File: src/rtl/core/chse_pkg.sv
`timescale 1ns / 1ps
// ----------------------------------------------------------------------------
// chse_pkg
// Shared sizes, codes and bus types for the chained hash set engine.
// ----------------------------------------------------------------------------
package chse_pkg;

    // Table geometry
    localparam int ENTRIES  = 64;
    localparam int NBUCKETS = 2 * ENTRIES;
    localparam int SLOT_W   = $clog2(ENTRIES);
    localparam int LINK_W   = $clog2(ENTRIES + 1);
    localparam int BKT_W    = $clog2(NBUCKETS);
    localparam int KEY_W    = 31;
    localparam int HASH_W   = 32;

    localparam logic [LINK_W-1:0] NIL = LINK_W'(ENTRIES);

    // Hash sequencer: last step index
    localparam logic [2:0] MIX_LAST = 3'd5;

    typedef enum logic [1:0] {
        CMD_FIND           = 2'd0,
        CMD_INSERT         = 2'd1,
        CMD_FIND_OR_INSERT = 2'd2,
        CMD_ERASE          = 2'd3
    } cmd_t;

    typedef enum logic [2:0] {
        ST_FOUND    = 3'd0,
        ST_NOTFOUND = 3'd1,
        ST_INSERTED = 3'd2,
        ST_PRESENT  = 3'd3,
        ST_FULL     = 3'd4,
        ST_ERASED   = 3'd5
    } status_t;

    // Write requests from the sequencer to the table store
    typedef struct packed {
        logic              head_we;
        logic [BKT_W-1:0]  head_waddr;
        logic [LINK_W-1:0] head_wdata;
        logic [SLOT_W-1:0] slot_waddr;
        logic              link_we;
        logic [LINK_W-1:0] link_wdata;
        logic              key_we;
        logic [KEY_W-1:0]  key_wdata;
        logic              live_we;
        logic              live_wdata;
    } chse_wr_t;

    // Registered read data from the table store
    typedef struct packed {
        logic [LINK_W-1:0] head;
        logic [KEY_W-1:0]  key;
        logic [LINK_W-1:0] link;
        logic              live;
    } chse_rd_t;

endpackage

File: src/rtl/core/chse_mixer.sv
`timescale 1ns / 1ps
// ----------------------------------------------------------------------------
// chse_mixer
// Iterative 32-bit key mixer: one shift/add/xor step per cycle, six steps.
// ----------------------------------------------------------------------------
module chse_mixer
    import chse_pkg::*;
(
    input  logic             clk,
    input  logic             rst_n,
    input  logic             start,
    input  logic [KEY_W-1:0] key,
    output logic             done,
    output logic [BKT_W-1:0] bucket
);

    logic [HASH_W-1:0] k_reg;
    logic [HASH_W-1:0] k_next;
    logic [2:0]        step_reg;
    logic              run_reg;
    logic              done_reg;

    // One mixing step picked by the step counter
    function automatic logic [HASH_W-1:0] mix_step(input logic [HASH_W-1:0] k,
                                                   input logic [2:0] s);
        logic [HASH_W-1:0] r;
        case (s)
            3'd0:    r = (~k) + (k << 15);
            3'd1:    r = k ^ (k >> 12);
            3'd2:    r = k + (k << 2);
            3'd3:    r = k ^ (k >> 4);
            3'd4:    r = k + (k << 3) + (k << 11);
            3'd5:    r = k ^ (k >> 16);
            default: r = k;
        endcase
        return r;
    endfunction

    assign k_next = mix_step(k_reg, step_reg);

    // Load the key, then advance one step per cycle
    always_ff @(posedge clk or negedge rst_n)
    begin
        if (!rst_n)
        begin
            run_reg  <= 1'b0;
            step_reg <= '0;
            done_reg <= 1'b0;
        end
        else
        begin
            done_reg <= 1'b0;
            if (start)
            begin
                run_reg  <= 1'b1;
                step_reg <= '0;
            end
            else if (run_reg)
            begin
                step_reg <= step_reg + 3'd1;
                if (step_reg == MIX_LAST)
                begin
                    run_reg  <= 1'b0;
                    done_reg <= 1'b1;
                end
            end
        end
    end

    // Hash word: payload only
    always_ff @(posedge clk)
    begin
        if (start)
        begin
            k_reg <= {1'b0, key};
        end
        else if (run_reg)
        begin
            k_reg <= k_next;
        end
    end

    assign done   = done_reg;
    assign bucket = k_reg[BKT_W-1:0] & BKT_W'(NBUCKETS - 1);

endmodule

File: config.mk
export PLATFORM = sky130hd
export DESIGN_NAME = chse_mixer
export DESIGN_NICKNAME = d
export VERILOG_FILES = /design/src/rtl/core/chse_pkg.sv /design/src/rtl/core/chse_mixer.sv
export SDC_FILE = /design/constraint.sdc
export NUM_CORES = 1
export LEC_CHECK = 0
export ABC_AREA = 1
export BUFFER_PORTS_ARGS = -buffer_cell sky130_fd_sc_hd__clkbuf_2
export CORE_UTILIZATION = 65
export DETAILED_ROUTE_END_ITERATION = 12
export GPL_ROUTABILITY_DRIVEN = 0
export HOLD_SLACK_MARGIN = 0.1
export PLACE_DENSITY = 0.84
export SLEW_MARGIN = 0
export SYNTH_ARGS = -nofsm -noshare
export SYNTH_HDL_FRONTEND = slang
export SYNTH_SLANG_ARGS = --single-unit
File: constraint.sdc
create_clock -name clk -period 3.09 [get_ports clk]
set_input_delay 0.618 -clock clk [delete_from_list [all_inputs] [get_ports clk]]
set_output_delay 0.618 -clock clk [all_outputs]
set_load 0.005 [all_outputs]
# Yosys cells after proc, flatten, opt, wreduce, memory -nomap -nowiden
# Cells that the tools add are included.
# W data, S select, Z words.
[op_classes] n_addsub=5 n_eq_ne=5 muxes=11 bitwise_logic=4 reduce_logical=6
[op_table] operator="$pmux W32 S6" n=1
[op_table] operator="$add A32 B32 Y32" n=4
[op_table] operator="$mux W31" n=2
[op_table] operator="$not A32 Y32" n=1
[op_table] operator="$xor A32 B16 Y32" n=1
[op_table] operator="$xor A32 B20 Y32" n=1
[op_table] operator="$xor A32 B28 Y32" n=1
[op_table] operator="$reduce_bool A7 Y1" n=1
[op_table] operator="$eq A3 B2 Y1 const B" n=2
[op_table] operator="$eq A3 B3 Y1 const B" n=2
[op_table] operator="$mux W1" n=6
[op_table] operator="$mux W3" n=2
[op_table] operator="$reduce_bool A6 Y1" n=1
[op_table] operator="$reduce_and A2 Y1" n=2
[op_table] operator="$add A3 B1 Y3 const B" n=1
[op_table] operator="$eq A3 B1 Y1 const B" n=1
[op_table] operator="$logic_not A3 Y1" n=1
[op_table] operator="$reduce_bool A2 Y1" n=1
[totals] regBits=37 word_cells=36

# Longest topological paths before layout
[logic_depth] ltp_word=5 depth_mapped=19 mapped_depth_nobuf=19

# Worst setup path before layout
# Ideal clock, no wire load.
[synth_timing] path_type="flip-flop to flip-flop" from="reg step_reg[0]" to="reg k_reg[20], enable pin" t_arrival_ns=2.385 slack_ns=0.329 stages_incl_launch_ff=12 path_buffers=1 path_cell_list="dfrtp_1 -> inv_1 -> ha_1 -> nand2_2 -> buf_4 -> inv_2 -> nor4_2 -> inv_1 -> nor2_1 -> nor2_1 -> inv_1 -> a21oi_1"
[synth_via] elab_chain_len=3 word_cells_on_any_way=8 classes_between="5 x eq/ne; 3 x reduce/logical"
[synth_lines] item="from (decl)" line_no="chse_mixer.sv:19" text="logic [2:0] step_reg;"
[synth_lines] item="from (signal assigned)" line_no="chse_mixer.sv:60" text="step_reg <= step_reg + 3'd1;"
[synth_lines] item="$eq A3 B3 Y1, or another cell as far along" line_no="chse_mixer.sv:27" text="case (s)"
[synth_lines] item="$reduce_bool A7 Y1 (no line) (*)"
[synth_lines] item="$reduce_and A2 Y1 (no line) (*)"
[synth_lines] item="to (signal assigned)" line_no="chse_mixer.sv:75" text="k_reg <= {1'b0, key};"
[synth_lines] item="to (signal assigned)" line_no="chse_mixer.sv:79" text="k_reg <= k_next;"
[synth_lines] item="to (decl)" line_no="chse_mixer.sv:17" text="logic [HASH_W-1:0] k_reg;"
# Every way passes the cells marked *; elsewhere a longest branch is shown, timed or not.
# A chain may end at the register's enable or synchronous reset.

# Final worst setup path
[layout_timing] from="reg k_reg[6]" to="reg k_reg[20] (data pin)"
[layout_via] elab_chain_len=5 word_cells_on_any_way=8 classes_between="4 x add/sub; 3 x mux; 1 x bitwise"
[layout_lines] item="$add A32 B32 Y32 / $not A32 Y32 (equally long branches)" line_no="chse_mixer.sv:32, chse_mixer.sv:28"
[layout_lines] item="$add A32 B32 Y32, on equally long branches" line_no="chse_mixer.sv:32, chse_mixer.sv:28"
[layout_lines] item="$pmux W32 S6 (*)" line_no="chse_mixer.sv:27"
[layout_lines] item="$mux W31 (*)" line_no="chse_mixer.sv:77" text="else if (run_reg)"
[layout_lines] item="$mux W31 (*)" line_no="chse_mixer.sv:73" text="if (start)"
# Every way passes the cells marked *; elsewhere a longest branch is shown, timed or not. The select of a mux whose other input is x is not followed.

==> results.py <==
metrics = {
    "job": {
        "timing.max_cap.violations": 0,
    },
    "global_route": {
        "maximum_number_of_pins_on_one_net_before_global_route_repair": 26,
        "number_of_global_route_vias_before_repair": 10120,
        "grtUsageTotal": 0.4692,
        "grt_pass1_wl_um": 51610,
        "antenna_found_initial": 0,
        "global_route_overflow": 0,
    },
    "drt": {
        "postRouteAntennaNets": 0,
        "remaining_drc_errors": 0,
        "detail_route.wirelength_um": 33210,
        "route.detailed.vias_per_inst": 6.067,
        "first_iter_violations": 1679,
        "routed_wire_length_per_instance_um": 18.21,
        "drt-pass1-iter-count": 6,
        "dr_total_vias": 11070,
    },
    "worst_setup_path": {
        "critical_path_peak_fanout": 7,
        "worst_ep_required_time_ns": 3.14,
        "startpoint_type": "flop",
        "critical_path.most_common_cell": "sky130_fd_sc_hd__nand2_1",
        "cp-end-kind": "flop",
        "cp.arrival_ns": 3.10,
        "critPathBufInv": 1,
        "timing.rr.start": "k_reg[6]$_DFFE_PP_",
        "reg2regPathDepth": 14,
        "critical_path.slowest_cell": "sky130_fd_sc_hd__edfxtp_1",
        "cp_slowest_stage_delay_ns": 0.58,
        "r2r_setup_slack_ns": 0.04,
        "regToRegEndpoint": "k_reg[20]$_DFFE_PP_",
        "crit_end": "k_reg[20]$_DFFE_PP_",
        "critical_path_class": "flop to flop",
        "critical_path.cell_chain": "fa_1, ha_1, nand2_1, nor2_4, and3_1, nand2_1, nand2_2, nand2_1, nand2_1, o21ai_0, nor2_2, nand2_1, nand2_1, inv_1",
        "setup.worst_path.start": "k_reg[6]$_DFFE_PP_",
        "critical-path-top-delay-family": "simple AND/OR/NAND/NOR gates",
        "cp.depth": 14,
    },
    "power": {
        "power_leakage_nw": 5.521,
        "share_clk_of_total_power": 0.049,
        "p_comb_frac": 0.866,
        "power.switching_mw": 7.653,
        "power_density_nw_per_um2": 1271,
        "vdd.ir_drop.worst_v": 0.0006473,
        "seq_power_share": 0.086,
        "internal_power_mw": 4.848,
        "p_sw_frac": 0.6122,
    },
    "final_layout": {
        "post-route-cell-area_um2": 9837,
        "layout.core_utilization": 0.7399,
        "count_of_antenna_diodes_in_the_layout": 0,
        "multi_input_comb_area_um2": 6689,
        "max_ffs_per_register": 32,
        "area.growth.synth_to_final_pct": 10.56,
        "final-seq-area_um2": 1076,
        "nFillCells": 1162,
        "design.final.nets": 1789,
        "drive_gt1_frac": 0.09527,
    },
    "yosys": {
        "netlist_area_um2": 8897,
        "dominantRegCellSynth": "sky130_fd_sc_hd__edfxtp_1",
        "ys_async_sr_fraction": 0.1351,
        "netlist.area_leader.share": 0.2350,
        "synth_edf_count": 31,
        "synth_cell_type_count": 51,
        "syn-instance-count": 1573,
        "ys.warnings.count": 0,
        "synthTopCellsByArea": "sky130_fd_sc_hd__nand2_1, sky130_fd_sc_hd__ha_1, sky130_fd_sc_hd__inv_1",
        "synth.largest_area_cell": "sky130_fd_sc_hd__nand2_1",
        "synth-seq-cells": 37,
        "post_synth.cell_area_avg_um2": 5.656,
        "synth_sequential_area_ratio": 0.1209,
        "syn-num-nets": 1715,
    },
    "floorplan": {
        "top_level_ports": 42,
        "die_h_um": 119.0,
        "die_x_um": 119.0,
        "dieArea_um2": 14160,
        "initial_core_util": 0.6692,
        "rows": 42,
        "coreArea_um2": 13300,
    },
    "hold_path": {
        "timing.hold.worst.class": "primary input to async pin",
    },
    "status": {
        "outcome": "complete, no violations",
    },
    "clock_tree": {
        "cts_sinks": 37,
        "htree_num_levels": 2,
        "cts_root_buf": "sky130_fd_sc_hd__clkbuf_16",
        "tritoncts": "yes",
        "cts_buffers": 5,
        "clk_pin_slew_ns": 0.07,
        "clk-insertion-delay-late_ns": 0.29,
        "cts_max_path_buffers": 2,
    },
    "sta": {
        "finalMaxSlewViolations": 0,
        "worst_hold_slack_ns": 0.1335,
        "worst_clock_skew_ns": 0.009850,
        "timing.final.hold_violations": 0,
        "timing.final.crit_period_ns": 3.045,
        "worst_slew_pin_slew_ns": 0.8086,
        "setup_tns_ns": 0,
        "setup_viol_count_final": 0,
        "max_freq_mhz": 328.4,
        "post-route-period-util": 0.9854,
        "rsz0062_at_grt": "true",
        "slew-limit-headroom": 0.4603,
    },
    "place": {
        "hpwl_um": 26780,
        "placement.io_buffers": 41,
        "placed_inst_area_um2": 9514,
    },
}
[metal layers]
layer / share of wire / routed length, um / vias up / GRT usage
met5: 0.00036 / 12 / - / 0
met4: 0.087 / 2876 / 2 / 0.3331
met3: 0.13 / 4350 / 200 / 0.08908
met2: 0.41 / 13470 / 823 / 0.7020
met1: 0.38 / 12510 / 4829 / 0.6050
li1: - / - / 5213 / -
[worst reg2reg max path, delay by kind of cell, from the launching register on]
family                     cells  cell delay (ns)
and+or+nand+nor               10             1.17
adders and majority gates      2             0.91
DFF                            1             0.58
AOI/OAI and AO/OA              1             0.10
buffers and inverters          1             0.04
[repair_timing]
action | in CTS | in global routing
setup buffers | 0 | 10
resized for setup | 0 | 17
endpoints found under the setup margin | 0 | 10
hold buffers | 0 | 0
[cells in the final DEF, fill, tap and decap left out, drive strengths merged, types with 31 or more instances in the layout]
master and n:
nor2 136, ha 85, o21ai 73, a21oi 108, buf 63, edfxtp 31
nand3 127, inv 266, clkbuf 47, nand2 563
[cell families (layout without fill, tap and decap cells)]
logic type                 after synthesis  count (layout)  synth area share
and+or+nand+nor                        886             886            0.4184
buffers and inverters                  304             379            0.1358
AOI/OAI and AO/OA                      225             225            0.1408
xor gates and xnor gates                13              13           0.01280
DFF                                     37              37            0.1209
adders and majority gates              108             108            0.1713
[worst min path at each step]
stage | to | slack (ns) | cells past startpoint
after detailed placement | done$_DFF_PN0_ | 0.45 | 1
after floorplan | done$_DFF_PN0_ | 0.32 | 0
after global placement | done$_DFF_PN0_ | 0.44 | 1
after global routing | step_reg[1]$_DFFE_PN0P_ | 0.14 | 1
after CTS | step_reg[1]$_DFFE_PN0P_ | 0.14 | 1
final | step_reg[1]$_DFFE_PN0P_ | 0.13 | 1
[area by class of cell]
type / instances / area share
inverter: 267 / 0.1019
multi-input combinational: 1232 / 0.6800
clock buffer: 6 / 0.01310
tap: 176 / 0.02239
timing repair buffer: 104 / 0.06932
clock inverter: 2 / 0.003943
sequential: 37 / 0.1094
[synth_stat cells (2+ instances only)]
cell / number
sky130_fd_sc_hd__o221ai_1: 7
sky130_fd_sc_hd__fa_1: 23
sky130_fd_sc_hd__or2_2: 7
sky130_fd_sc_hd__dfrtp_1: 5
sky130_fd_sc_hd__buf_2: 18
sky130_fd_sc_hd__edfxtp_1: 31
sky130_fd_sc_hd__nor2_1: 130
sky130_fd_sc_hd__o21ai_1: 3
sky130_fd_sc_hd__ha_1: 85
sky130_fd_sc_hd__inv_1: 262
sky130_fd_sc_hd__nand2_1: 557
sky130_fd_sc_hd__nor3_1: 12
sky130_fd_sc_hd__buf_4: 9
sky130_fd_sc_hd__o21bai_1: 6
sky130_fd_sc_hd__inv_2: 4
sky130_fd_sc_hd__o2111ai_1: 7
sky130_fd_sc_hd__o22ai_1: 8
sky130_fd_sc_hd__nand4_1: 21
sky130_fd_sc_hd__xor2_1: 6
sky130_fd_sc_hd__nand3_1: 121
sky130_fd_sc_hd__nand3_2: 5
sky130_fd_sc_hd__a211oi_1: 5
sky130_fd_sc_hd__o311ai_1: 2
sky130_fd_sc_hd__a21oi_1: 108
sky130_fd_sc_hd__nor2_2: 6
sky130_fd_sc_hd__xnor2_1: 7
sky130_fd_sc_hd__o21ai_0: 70
sky130_fd_sc_hd__clkbuf_1: 7
sky130_fd_sc_hd__a31oi_1: 3
sky130_fd_sc_hd__nand3b_1: 11
sky130_fd_sc_hd__and2_1: 2
sky130_fd_sc_hd__nand2_2: 6
[stage by stage]
step	total power, mW	setup slack [ns]	std cells
6_report	12.50	0.04499	1824
2_1_floorplan	8.340	0.3293	1573
5_1_grt	13.58	-0.05800	1824
4_1_cts	11.73	0.02992	1814
3_5_place_dp	11.07	0.02011	1806
3_3_place_gp	10.86	0.06605	1806
[power groups by stage]
stage	Sequential, mW	Clock (mW)	Combinational, mW
4_1_cts	1.06	0.605	10.1
6_report	1.07	0.609	10.8
3_5_place_dp	1.07	0	10.0
2_1_floorplan	1.09	0	7.25
5_1_grt	1.07	0.620	11.9
3_3_place_gp	1.06	0	9.80
Power figures use the tool's default switching activity.
