## config.mk

```make
export PLATFORM = sky130hd
export DESIGN_NAME = chse_store
export DESIGN_NICKNAME = d
export VERILOG_FILES = /design/src/rtl/core/chse_pkg.sv /design/src/rtl/core/chse_ram.sv /design/src/rtl/core/chse_store.sv
export SDC_FILE = /design/constraint.sdc
export NUM_CORES = 2
export LEC_CHECK = 0
export BUFFER_PORTS_ARGS = -buffer_cell sky130_fd_sc_hd__buf_2
export CORE_MARGIN = 4
export CORE_UTILIZATION = 70
export CTS_BUF_LIST = sky130_fd_sc_hd__clkbuf_8
export CTS_CLUSTER_SIZE = 28
export DETAILED_ROUTE_END_ITERATION = 12
export PLACE_DENSITY = 0.87
export SLEW_MARGIN = 15
export SYNTH_ARGS = -nofsm -noshare
export SYNTH_HDL_FRONTEND = slang
export SYNTH_SLANG_ARGS = --single-unit
```

## constraint.sdc

```tcl
create_clock -name clk -period 4.6 [get_ports clk]
set_input_delay 0.23 -clock clk [delete_from_list [all_inputs] [get_ports clk]]
set_output_delay 0.23 -clock clk [all_outputs]
set_load 0.01 [all_outputs]
```

## src/rtl/core/chse_pkg.sv

```systemverilog
`timescale 1ns / 1ps
// ----------------------------------------------------------------------------
// chse_pkg
// Shared sizes, codes and bus types for the chained hash set engine.
// ----------------------------------------------------------------------------
package chse_pkg;

    // Table geometry
    localparam int ENTRIES  = 64;
    localparam int NBUCKETS = 2 * ENTRIES;
    localparam int SLOT_W   = $clog2(ENTRIES);
    localparam int LINK_W   = $clog2(ENTRIES + 1);
    localparam int BKT_W    = $clog2(NBUCKETS);
    localparam int KEY_W    = 31;
    localparam int HASH_W   = 32;

    localparam logic [LINK_W-1:0] NIL = LINK_W'(ENTRIES);

    // Hash sequencer: last step index
    localparam logic [2:0] MIX_LAST = 3'd5;

    typedef enum logic [1:0] {
        CMD_FIND           = 2'd0,
        CMD_INSERT         = 2'd1,
        CMD_FIND_OR_INSERT = 2'd2,
        CMD_ERASE          = 2'd3
    } cmd_t;

    typedef enum logic [2:0] {
        ST_FOUND    = 3'd0,
        ST_NOTFOUND = 3'd1,
        ST_INSERTED = 3'd2,
        ST_PRESENT  = 3'd3,
        ST_FULL     = 3'd4,
        ST_ERASED   = 3'd5
    } status_t;

    // Write requests from the sequencer to the table store
    typedef struct packed {
        logic              head_we;
        logic [BKT_W-1:0]  head_waddr;
        logic [LINK_W-1:0] head_wdata;
        logic [SLOT_W-1:0] slot_waddr;
        logic              link_we;
        logic [LINK_W-1:0] link_wdata;
        logic              key_we;
        logic [KEY_W-1:0]  key_wdata;
        logic              live_we;
        logic              live_wdata;
    } chse_wr_t;

    // Registered read data from the table store
    typedef struct packed {
        logic [LINK_W-1:0] head;
        logic [KEY_W-1:0]  key;
        logic [LINK_W-1:0] link;
        logic              live;
    } chse_rd_t;

endpackage

```

## src/rtl/core/chse_ram.sv

```systemverilog
`timescale 1ns / 1ps
// ----------------------------------------------------------------------------
// chse_ram
// Generic single-write, single-read RAM with registered read data.
// ----------------------------------------------------------------------------
module chse_ram #(
    parameter int WIDTH = 8,
    parameter int DEPTH = 16
) (
    input  logic                     clk,
    input  logic                     we,
    input  logic [$clog2(DEPTH)-1:0] waddr,
    input  logic [WIDTH-1:0]         wdata,
    input  logic [$clog2(DEPTH)-1:0] raddr,
    output logic [WIDTH-1:0]         rdata
);

    logic [WIDTH-1:0] mem [DEPTH];
    logic [WIDTH-1:0] rdata_reg;

    // Write port and registered read port
    always_ff @(posedge clk)
    begin
        if (we)
        begin
            mem[waddr] <= wdata;
        end
        rdata_reg <= mem[raddr];
    end

    assign rdata = rdata_reg;

endmodule

```

## src/rtl/core/chse_store.sv

```systemverilog
`timescale 1ns / 1ps
// ----------------------------------------------------------------------------
// chse_store
// Bucket heads, slot keys and slot links in RAM, with flop valid bits that
// supply the reset contents until an entry is first written.
// ----------------------------------------------------------------------------
module chse_store
    import chse_pkg::*;
(
    input  logic              clk,
    input  logic              rst_n,
    input  logic [BKT_W-1:0]  head_raddr,
    input  logic [SLOT_W-1:0] slot_raddr,
    input  chse_wr_t          wr,
    output chse_rd_t          rd
);

    logic [NBUCKETS-1:0] head_vld_reg;
    logic [ENTRIES-1:0]  link_vld_reg;
    logic [ENTRIES-1:0]  live_reg;
    logic                head_vld_q_reg;
    logic                link_vld_q_reg;
    logic                live_q_reg;
    logic [SLOT_W-1:0]   slot_addr_q_reg;
    logic [LINK_W-1:0]   head_ram_q;
    logic [LINK_W-1:0]   link_ram_q;
    logic [KEY_W-1:0]    key_ram_q;

    chse_ram #(.WIDTH(LINK_W), .DEPTH(NBUCKETS)) u_head_ram (
        .clk   (clk),
        .we    (wr.head_we),
        .waddr (wr.head_waddr),
        .wdata (wr.head_wdata),
        .raddr (head_raddr),
        .rdata (head_ram_q)
    );

    chse_ram #(.WIDTH(LINK_W), .DEPTH(ENTRIES)) u_link_ram (
        .clk   (clk),
        .we    (wr.link_we),
        .waddr (wr.slot_waddr),
        .wdata (wr.link_wdata),
        .raddr (slot_raddr),
        .rdata (link_ram_q)
    );

    chse_ram #(.WIDTH(KEY_W), .DEPTH(ENTRIES)) u_key_ram (
        .clk   (clk),
        .we    (wr.key_we),
        .waddr (wr.slot_waddr),
        .wdata (wr.key_wdata),
        .raddr (slot_raddr),
        .rdata (key_ram_q)
    );

    // Track written entries and live slots; sample them with each read
    always_ff @(posedge clk or negedge rst_n)
    begin
        if (!rst_n)
        begin
            head_vld_reg   <= '0;
            link_vld_reg   <= '0;
            live_reg       <= '0;
            head_vld_q_reg <= 1'b0;
            link_vld_q_reg <= 1'b0;
            live_q_reg     <= 1'b0;
        end
        else
        begin
            if (wr.head_we)
            begin
                head_vld_reg[wr.head_waddr] <= 1'b1;
            end
            if (wr.link_we)
            begin
                link_vld_reg[wr.slot_waddr] <= 1'b1;
            end
            if (wr.live_we)
            begin
                live_reg[wr.slot_waddr] <= wr.live_wdata;
            end
            head_vld_q_reg <= head_vld_reg[head_raddr];
            link_vld_q_reg <= link_vld_reg[slot_raddr];
            live_q_reg     <= live_reg[slot_raddr];
        end
    end

    // Hold the slot address for the reset link value
    always_ff @(posedge clk)
    begin
        slot_addr_q_reg <= slot_raddr;
    end

    // Unwritten heads read as null, unwritten links as the next slot
    assign rd.head = head_vld_q_reg ? head_ram_q : NIL;
    assign rd.link = link_vld_q_reg ? link_ram_q
                                    : LINK_W'(slot_addr_q_reg) + LINK_W'(1);
    assign rd.key  = key_ram_q;
    assign rd.live = live_q_reg;

endmodule

```

Yosys cells after proc, flatten, opt, wreduce, memory -nomap -nowiden
Memory sizes are Yosys's and may differ from the RTL's. A register that Yosys moved wholly into a read port is not among the register bits.
Index checks and enable logic that the tools add are counted.
{"block": "word_totals", "word_cells": 40, "output_inout_bits": 46, "ramBits": 3328, "register_bits": 265, "in_bits": 78, "n_memories": 3}
{"name": "u_key_ram.mem", "words": 64, "word_bits": 31, "rd": 1, "rd_ports_with_merged_regs": 1, "write_ports": 1, "line_no": "chse_ram.sv:18", "source": "logic [WIDTH-1:0] mem [DEPTH];"}
{"name": "u_head_ram.mem", "words": 128, "word_bits": 7, "rd": 1, "rd_ports_with_merged_regs": 1, "write_ports": 1, "line_no": "chse_ram.sv:18"}
{"name": "u_link_ram.mem", "words": 64, "word_bits": 7, "rd": 1, "rd_ports_with_merged_regs": 1, "write_ports": 1, "line_no": "chse_ram.sv:18"}
{"block": "classes", "n_lt_le_gt_ge": 6, "bitwise_logic": 2, "reduce_logical": 2, "add_sub_neg": 1, "mux": 19}
{"op": "$or A128 B128 Y128", "n": 1}
{"op": "$bwmux W64", "n": 1}
{"op": "$or A64 B64 Y64", "n": 1}
{"op": "$lt A7 B8 Y1 const B", "n": 2}
{"op": "$lt A6 B7 Y1 const B", "n": 2}
{"op": "$mux W7", "n": 2}
{"op": "$bmux W1 S6", "n": 2}
{"op": "$mux W1", "n": 11}
{"op": "$add A6 B1 Y7 const B", "n": 1}
{"op": "$bmux W1 S7", "n": 1}
{"op": "$demux W1 S7", "n": 1}
{"op": "$ge A7 B1 Y1 const B", "n": 1}
{"op": "$demux W1 S6", "n": 1}
{"op": "$ge A6 B1 Y1 const B", "n": 1}
{"op": "$logic_and A1 B1 Y1", "n": 2}

Depth between registers and ports, before layout
{"block": "depth", "depth_word": 5, "mapped_depth": 9, "depth_no_buf": 5}

By module
Synthesis repeated with hierarchy kept, for this count alone.
{"block": "unflattened", "cells_unflattened": 6583, "hier_area_um2": 140694.9}
{"mod": "chse_ram (u_key_ram)", "instances": 1, "cells_each": 3418, "area_per_inst_um2": 76305.7, "seq_area_each_um2": 60197.7}
{"mod": "chse_ram (u_head_ram)", "instances": 1, "cells_each": 1453, "area_per_inst_um2": 34807.1, "seq_area_each_um2": 27045.9}
{"mod": "chse_ram (u_link_ram)", "instances": 1, "cells_each": 827, "area_per_inst_um2": 17635.7, "seq_area_each_um2": 13593.0}
{"mod": "chse_store", "instances": 1, "cells_each": 885, "area_per_inst_um2": 11946.5, "seq_area_each_um2": 6601.3}

Least setup slack after synthesis
OpenSTA, ideal clock, no wires.
{"block": "synth_timing", "kind": "input to register", "startpoint": "input port wr[45] in the netlist's numbering", "endpoint": "memory u_key_ram.mem[10][0] in the netlist's numbering (enable)", "arrival_ps": 2587, "path_buffers": 3, "setup_ps": 419, "path_slack_ps": 1594, "stages": 5, "t_required_ps": 4181, "path_cell_list": "clkbuf_1 > or3b_2 > clkbuf_1 > clkbuf_1 > nor2_1"}
{"item": "start: declaration", "line_no": "chse_store.sv:14", "source": "input chse_wr_t wr,"}
{"item": "end: declaration", "line_no": "chse_ram.sv:18"}
Straight into the memory's write port.

==> flow_summary.json <==
{
  "drt-vias-per-instance": 7.86,
  "layout-area-overhead-vs-synth_pct": 12.2,
  "clock_insertion_delay_worst_skew_ns": 1.14,
  "reg2reg_slack_ns": 1.49,
  "antenna_found_initial": 27,
  "postSynth.topFlopCell": "sky130_fd_sc_hd__edfxtp_1",
  "leakage_uw": 0.0515,
  "timing_worst_slew_pin_value_ns": 1.39,
  "drv_cap": 0,
  "peakVddDrop_mv": 0.373,
  "unrepaired_setup_endpoints_after_global_routing": "false",
  "hold_path_class": "in -> reg",
  "finalCritPeriodShare_pct": 68.7,
  "totalPowerFinal_uw": 68100,
  "synth.net_count": 6108,
  "synth_cell_type_count": 41,
  "synth.cell_area_um2": 139000,
  "clkSlewWorstSetupHoldPaths_ns": 0.07,
  "drive_gt1_share_pct": 35.0,
  "drt_first_pass_iters": 7,
  "cts_tree": "yes",
  "largest_registers": "u_key_ram.mem (1984), u_head_ram.mem (896), u_link_ram.mem (448)",
  "yosys_synthesis_warning_count": 0,
  "end_kind": "flop",
  "grt_first_pass_wirelength_um": 600000,
  "clock_path_buffers": 4,
  "fin_skew_ns": 0.103,
  "coreArea_um2": 197000,
  "route.final.wire_length_um": 427000,
  "flip_flop_count_of_the_largest_register_after_layout": 1984,
  "cts_num_sinks": 3638,
  "ys_ff_latch": 3638,
  "fp-row-count": 163,
  "dpl.hpwl_um": 223000,
  "setup_total_negative_slack_ns": 0,
  "die_area_um2": 206000,
  "holdPathStages": 3,
  "min_to": "u_head_ram.mem[25][3]",
  "syn-instance-count": 6029,
  "htree_levels": 6,
  "post_synth_edffs": 3328,
  "chipWidth_um": 453,
  "timing.final.hold_violations": 0,
  "post-synth-top-area-fraction_pct": 71.9,
  "status": "finished, final reports clean",
  "drt_drc_violations_left": 0,
  "path_class": "in -> reg",
  "pin_count": 124,
  "globalRoute.totalOverflow": 0,
  "port-buffer-count": 123,
  "worst_ep_arrival_time_ns": 4.13,
  "syn_area_per_cell_um2": 23.0,
  "synth-seq-area-share_pct": 77.3,
  "normalized_max_slew_margin_pct": 6.79,
  "synth-async-reset-ratio_pct": 7.12,
  "max_flop_register": "u_key_ram.mem",
  "path_max_fanout": 61,
  "n_fill_cell": 8126,
  "crit_required_ns": 5.57,
  "wire_per_inst_um": 43.6,
  "critical_r2r_capture": "u_head_ram.rdata[0]",
  "drv_slew": 0,
  "die_y_um": 453,
  "cts-buffers-inserted": 571,
  "postCtsSetupRepairBufs": 0,
  "type_of_origin_of_the_critical_path": "input pin",
  "netlist.top_cell.by_area": "sky130_fd_sc_hd__edfxtp_1",
  "gp_congestion": 0.848,
  "period_minus_slack_ns": 3.16,
  "synth.top_cells.by_area": "sky130_fd_sc_hd__edfxtp_1 72%, sky130_fd_sc_hd__mux4_2 18%, sky130_fd_sc_hd__dfrtp_1 4.7%",
  "start_util_pct": 70.4,
  "grt_pass1_vias": 78700,
  "fin_nets": 6785,
  "drt_first_iter_violations": 15600,
  "worst_hold_startpoint": "wr[58]",
  "power_per_cell_area_nw_per_um2": 437,
  "rr_startpoint": "u_head_ram.mem[29][0]",
  "routed_via_count": 77000,
  "maximum_number_of_pins_on_one_net_before_global_route_repair": 129,
  "final_antenna_net_count": 0,
  "max_clock_freq_mhz": 316,
  "cts_root_buffer": "sky130_fd_sc_hd__clkbuf_8",
  "grt_resource_usage_total_pct": 42.4,
  "report.final.setup_viol": 0,
  "worstRegToRegCells": 5
}
[cells in the mapped netlist (2+ instances only)]
cell type                  instances
sky130_fd_sc_hd__a21oi_1          18
sky130_fd_sc_hd__a221oi_1         32
sky130_fd_sc_hd__a22o_1           20
sky130_fd_sc_hd__a22oi_1          94
sky130_fd_sc_hd__a31oi_1           5
sky130_fd_sc_hd__a32o_1            6
sky130_fd_sc_hd__and2_1           10
sky130_fd_sc_hd__and3_1            2
sky130_fd_sc_hd__buf_1            70
sky130_fd_sc_hd__buf_2            53
sky130_fd_sc_hd__buf_4             5
sky130_fd_sc_hd__buf_6             3
sky130_fd_sc_hd__clkbuf_1        196
sky130_fd_sc_hd__dfrtp_1         259
sky130_fd_sc_hd__dfxtp_1          51
sky130_fd_sc_hd__edfxtp_1       3328
sky130_fd_sc_hd__mux2_2           73
sky130_fd_sc_hd__mux2i_1          23
sky130_fd_sc_hd__mux4_2         1084
sky130_fd_sc_hd__nand2_1         104
sky130_fd_sc_hd__nand3_1          19
sky130_fd_sc_hd__nand3b_1          3
sky130_fd_sc_hd__nand4_1           2
sky130_fd_sc_hd__nor2_1          334
sky130_fd_sc_hd__nor2b_1          14
sky130_fd_sc_hd__nor3b_1           2
sky130_fd_sc_hd__o21ai_0           6
sky130_fd_sc_hd__or2_2           195
sky130_fd_sc_hd__or3_1             2
sky130_fd_sc_hd__or3b_2            3
sky130_fd_sc_hd__xnor2_1           2
sky130_fd_sc_hd__xor2_1            2
[layer usage]
layer  vias up  share of wire (%)  GRT usage [%]
li1      26800                  -              -
met1     38200                 28           51.9
met2      9527                 48           66.8
met3      2528                 14           11.5
met4        26                9.7           29.9
met5         -              0.043         0.0233
[how the worst max path moves through the flow]
stage               cells after the start                   end           from
floorplan                               5  u_key_ram.mem[10][0]         wr[45]
global placement                        6   u_key_ram.rdata[16]  slot_raddr[0]
detailed placement                      6   u_key_ram.rdata[25]  slot_raddr[0]
CTS                                     7   u_key_ram.rdata[25]  slot_raddr[0]
global route                            7   u_key_ram.rdata[25]  slot_raddr[0]
finish                                  7   u_key_ram.rdata[25]  slot_raddr[0]
[cell usage in the layout, fill, tap and decap left out, types with 23 or more instances in the layout]
cell type,n
sky130_fd_sc_hd__nor2_1,266
sky130_fd_sc_hd__clkbuf_8,644
sky130_fd_sc_hd__dlygate4sd3_1,80
sky130_fd_sc_hd__mux2_2,73
sky130_fd_sc_hd__a221oi_1,32
sky130_fd_sc_hd__buf_2,87
sky130_fd_sc_hd__dfxtp_1,51
sky130_fd_sc_hd__mux2i_1,23
sky130_fd_sc_hd__a22oi_1,94
sky130_fd_sc_hd__or2_2,195
sky130_fd_sc_hd__mux4_2,1084
sky130_fd_sc_hd__buf_4,218
sky130_fd_sc_hd__buf_12,38
sky130_fd_sc_hd__clkinv_1,95
sky130_fd_sc_hd__clkinv_2,44
sky130_fd_sc_hd__inv_1,200
sky130_fd_sc_hd__nand2_1,104
sky130_fd_sc_hd__dfrtp_1,259
sky130_fd_sc_hd__nor2_4,66
sky130_fd_sc_hd__edfxtp_1,3328
[power breakdown]
part / switching [uW] / total [uW] / leakage [uW] / internal [uW]
sequential: 427 / 37100 / 0.0337 / 36700
clock: 13400 / 26800 / 0.00618 / 13400
combinational: 2470 / 4200 / 0.0116 / 1730
total: 16400 / 68100 / 0.0515 / 51800
[logic make-up (layout without fill, tap and decap cells)]
kind of cell	after synthesis	count (layout)	share of synthesized area [%]
fa+ha+maj	1	1	0.00901
buf+inv	329	1450	0.967
other cells	0	15	0
xor+xnor	4	4	0.0252
mux	1180	1180	18.3
flops	3638	3638	77.3
compound gates	184	184	1.01
simple gates	693	693	2.33
[repair_timing]
action	4_1_cts	5_1_grt
gates resized for setup	0	0
endpoints found under the hold margin	3264	0
hold buffers	81	0
[per-stage QoR]
stage / cells / setup WS (ns) / cell area, um^2 / util (%) / hold WS [ns]
6_report: 9805 / 1.44 / 156000 / 79.0 / 0.0641
5_1_grt: 9800 / 1.40 / 156000 / 79.0 / 0.0607
4_1_cts: 9787 / 1.53 / 156000 / 78.9 / 0.0000145
3_5_place_dp: 8689 / 1.07 / 144000 / 73.1 / 0.350
3_3_place_gp: 8689 / 1.19 / 144000 / 73.1 / 0.332
2_1_floorplan: 6029 / 1.59 / 139000 / - / -0.0656
[critical path, stage by stage]
cell	delay, ns
sky130_fd_sc_hd__dlygate4sd3_1	0.58
sky130_fd_sc_hd__buf_8	0.54
sky130_fd_sc_hd__buf_12	0.50
sky130_fd_sc_hd__mux4_2	0.63
sky130_fd_sc_hd__mux4_2	0.55
sky130_fd_sc_hd__a22oi_1	0.73
sky130_fd_sc_hd__nand2_1	0.13
[area by class of cell]
class / instances / area (um^2) / share of cell area, %
multi-input combinational: 2062 / 30700 / 19.7
timing repair buffer: 432 / 3770 / 2.42
antenna: 15 / 37.5 / 0.0241
clock buffer: 644 / 8860 / 5.69
tap: 2640 / 3300 / 2.12
sequential: 3638 / 107000 / 68.9
inverter: 1 / 3.75 / 0.00241
clock inverter: 373 / 1820 / 1.17
No activity file was read; power rests on OpenSTA's default activity.
